### src/rtl/core/mcpw_pkg.sv
// Shared types and constants of the multicolor cell pixel writer.
// Holds geometry, store address widths, pixel codes and controller/datapath links.
// No dependencies.
package mcpw_pkg;

  localparam int WidthPixels  = 160;
  localparam int HeightPixels = 192;
  localparam int CellCols     = (WidthPixels + 3) / 4;
  localparam int CellRows     = (HeightPixels + 7) / 8;
  localparam int CellCount    = CellCols * CellRows;
  localparam int BitmapBytes  = CellCount * 8;
  localparam int CellAw       = (CellCount > 1) ? $clog2(CellCount) : 1;
  localparam int BmAw         = CellAw + 3;

  localparam logic [1:0] CodeBg    = 2'd0;
  localparam logic [1:0] CodeHigh  = 2'd1;
  localparam logic [1:0] CodeLow   = 2'd2;
  localparam logic [1:0] CodeExtra = 2'd3;

  localparam logic KindWrite = 1'b0;
  localparam logic KindTest  = 1'b1;

  // One cell entry: two color slots and their used marks.
  typedef struct packed {
    logic       used_high;
    logic       used_low;
    logic [3:0] high_color;
    logic [3:0] low_color;
  } cell_t;

  typedef struct packed {
    logic clear;  // sweep one store address to zero
    logic load;   // capture a new item, read both stores
    logic exec;   // compute, write back, present result
  } cmd_t;

  typedef struct packed {
    logic clear_last;
  } status_t;

endpackage

### src/rtl/core/mcpw_ctrl.sv
// Controller of the multicolor cell pixel writer: reset sweep, idle, execute.
// Depends on mcpw_pkg for the command and status types.
module mcpw_ctrl (
  input  logic              clk_i,
  input  logic              rst_ni,
  input  logic              start_i,
  input  mcpw_pkg::status_t status_i,
  output mcpw_pkg::cmd_t    cmd_o,
  output logic              busy_o
);

  typedef enum logic [2:0] {
    ST_CLEAR = 3'b001,
    ST_IDLE  = 3'b010,
    ST_EXEC  = 3'b100
  } state_e;

  state_e state_q, state_d;

  always_comb begin
    state_d   = state_q;
    cmd_o     = '0;
    busy_o    = 1'b1;
    unique case (state_q)
      ST_CLEAR: begin
        cmd_o.clear = 1'b1;
        if (status_i.clear_last) begin
          state_d = ST_IDLE;
        end
      end
      ST_IDLE: begin
        busy_o = 1'b0;
        if (start_i) begin
          cmd_o.load = 1'b1;
          state_d    = ST_EXEC;
        end
      end
      ST_EXEC: begin
        cmd_o.exec = 1'b1;
        state_d    = ST_IDLE;
      end
      default: begin
        state_d = ST_CLEAR;
      end
    endcase
  end

  always_ff @(posedge clk_i or negedge rst_ni) begin
    if (!rst_ni) begin
      state_q <= ST_CLEAR;
    end else begin
      state_q <= state_d;
    end
  end

endmodule

### config.mk
export PLATFORM = sky130hd
export DESIGN_NAME = mcpw_ctrl
export DESIGN_NICKNAME = d
export VERILOG_FILES = /design/src/rtl/core/mcpw_pkg.sv /design/src/rtl/core/mcpw_ctrl.sv
export SDC_FILE = /design/constraint.sdc
export NUM_CORES = 1
export LEC_CHECK = 0
export ABC_AREA = 1
export BUFFER_PORTS_ARGS = -buffer_cell sky130_fd_sc_hd__buf_2
export CAP_MARGIN = 15
export CORE_AREA = 2 2 39 41
export DETAILED_ROUTE_END_ITERATION = 10
export DIE_AREA = 0 0 41 43
export MAX_ROUTING_LAYER = met4
export PLACE_DENSITY = 0.32
export SYNTH_ARGS = -nofsm -noshare
export SYNTH_HDL_FRONTEND = slang
export SYNTH_SLANG_ARGS = --single-unit
export TNS_END_PERCENT = 100
### constraint.sdc
create_clock -name clk_i -period 1.4 [get_ports clk_i]
set_input_delay 0.14 -clock clk_i [delete_from_list [all_inputs] [get_ports clk_i]]
set_output_delay 0.14 -clock clk_i [all_outputs]
set_load 0.005 [all_outputs]
==> impl_metrics.tcl <==
set metrics [dict create \
    status "finished clean" \
    antenna_found_initial 0 \
    num-fill-cells 168 \
    layout_common_cells "buf_2 (7), inv_1 (6), nand2_1 (6)" \
    drt_iter0_drc 2 \
    clock.fmax_mhz 787.3 \
    setup_viol 0 \
    fin_tns_setup_ps 0 \
    crit_slowest_cell "dfstp_2" \
    grt_pass1_vias 167 \
    synth_fp_nets 28 \
    cts_htree_levels 1 \
    seqCellArea_um2 76.32 \
    cts_buffer_depth 2 \
    critical_path_class "reg -> out" \
    antenna_left 0 \
    multiInputGateArea_um2 65.06 \
    syn_area_per_cell_um2 6.829 \
    post-cts-setup-buffers 0 \
    hold_viol_final 0 \
    top_register "state_q" \
    drive_above_1_share 0.3333 \
    p_leak_uw 0.0001464 \
    required_ps 1260 \
    grt_pass1_wl_um 586 \
    yosysWarnings 0 \
    die_area_um2 1763 \
    final_cell_count_no_fill 52 \
    synth.distinct_cells 10 \
    grt_remaining_overflow 0 \
    vias 174 \
    min_period_ps 1270 \
    drv_cap 0 \
    critical_path_buf_inv_count 2 \
    top_regs "state_q x3" \
    synthCells 24 \
    synth_area_um2 163.9 \
    portBuffers 7 \
    cts_root_buf "clkbuf_4" \
    syn_to_final_growth_pct 55.73 \
    numCtsBuffers 3 \
    fin_nets 41 \
    routed_wl_um 398 \
    ys_ff_latch 3 \
    r2r_end "state_q[1]" \
    postCtsHoldBufs 1 \
    min_from "status_i" \
    start_kind "flip-flop" \
    grtUsageTotal 0.05773 \
    maxSlewHeadroom 0.8983 \
    period_share 0.9072 \
    min_path_type "in -> reg" \
    drt-pass1-iter-count 3 \
    tightest_slew_ps 152.0 \
    die_height_um 43 \
    cp-startpoint "state_q[0]" \
    cts.sinks 3 \
    endpoint_kind "output port" \
    r2r_start "state_q[0]" \
    final_common_cell "buf_2" \
    pin_count 8 \
    num_antenna_cells 0 \
    endpoint "cmd_o[1]" \
    clock_skew_ps 1.867 \
    p_total_uw 525.2 \
    crit_fanout 5 \
    vdd_drop_max_mv 0.3704 \
    crit_path_cell_trace "inv_1 -> nand2_1 -> nor2_1 -> buf_2" \
    worstPathArrival_ps 1130 \
    via_per_inst 3.346 \
    synth_seq_area_share 0.4656 \
    worst-path-stages 4 \
    grt_max_degree 6 \
    dp_cells 47 \
    start_util 0.1184 \
    rsz0062_at_grt "false" \
    reg2reg_slack_ps 420 \
    path_clk_slew_ps 40 \
    largest_reg_flops 3 \
    row_count 14 \
    path_delay_family "flip-flops" \
    slowest_delay_ps 550 \
    reg2reg_depth 3 \
    core_um2 1384 \
    wl_per_cell_um 7.654 \
    fp.dieW_um 41 \
    gp_congestion 0.7702 \
    cts_tree "yes" \
    clock_latency_ps 230 \
    powerDensity_nw_per_um2 2057 \
    cts-resized-gates 0 \
    hpwl_um 304.7 \
    drv_slew 0 \
    drc_errors 0 \
]
cell families after synthesis:
family / synth area share
buffers and inverters: 0.1374
flip-flops: 0.4657
AND/OR/NAND/NOR: 0.3359
AO/OA/AOI/OAI: 0.06101
per-layer routing:
layer	GRT usage	part of all wire
met3	0.04712	0.070
met4	0.06000	0
met2	0.05938	0.49
met1	0.06149	0.43
met5	-	0
power breakdown:
part | switching, uW | internal [uW]
registers | 31.5 | 134
logic | 123 | 82.9
clock network | 45.9 | 107
cells in the mapped netlist:
cell / n / area share
inv_1: 6 / 0.14
nand2_1: 6 / 0.14
nor2_1: 3 / 0.069
dfrtp_1: 2 / 0.31
nand3_1: 2 / 0.061
a21oi_1: 1 / 0.031
dfstp_2: 1 / 0.16
nor2_2: 1 / 0.038
nor3_1: 1 / 0.031
o21ai_0: 1 / 0.031
how the worst min path moves through the flow:
stage / end / slack [ps] / cells past startpoint
6_report: state_q[0] / 130 / 4
5_1_grt: state_q[0] / 140 / 4
4_1_cts: state_q[0] / 120 / 4
3_5_place_dp: state_q[1] / -60 / 1
3_3_place_gp: state_q[1] / -60 / 1
2_1_floorplan: state_q[1] / -160 / 0
stage by stage:
step                      setup slack, ps  instance area, um^2  hold WS [ps]  utilization
after floorplan                     499.8                163.9        -155.6            -
after global placement              391.8                219.0        -59.46       0.1582
after detailed placement            373.3                219.0        -60.82       0.1582
after CTS                           115.5                255.2         117.8       0.1844
after global routing                58.51                255.2         141.5       0.1844
final                               129.9                255.2         130.7       0.1844
layout make-up:
| type | instances | area share |
|---|---|---|
| clock buffer | 4 | 0.1029 |
| inverter | 6 | 0.08824 |
| tap | 16 | 0.07843 |
| sequential | 3 | 0.2990 |
| multi-input combinational | 15 | 0.2549 |
| timing repair buffer | 8 | 0.1765 |
worst register-to-register path, stage by stage (launching register included):
cell and delay, ps:
dfstp_2 550, nand3_1 100, nor2_1 150, a21oi_1 60
No activity file was read; power rests on OpenSTA's default activity.
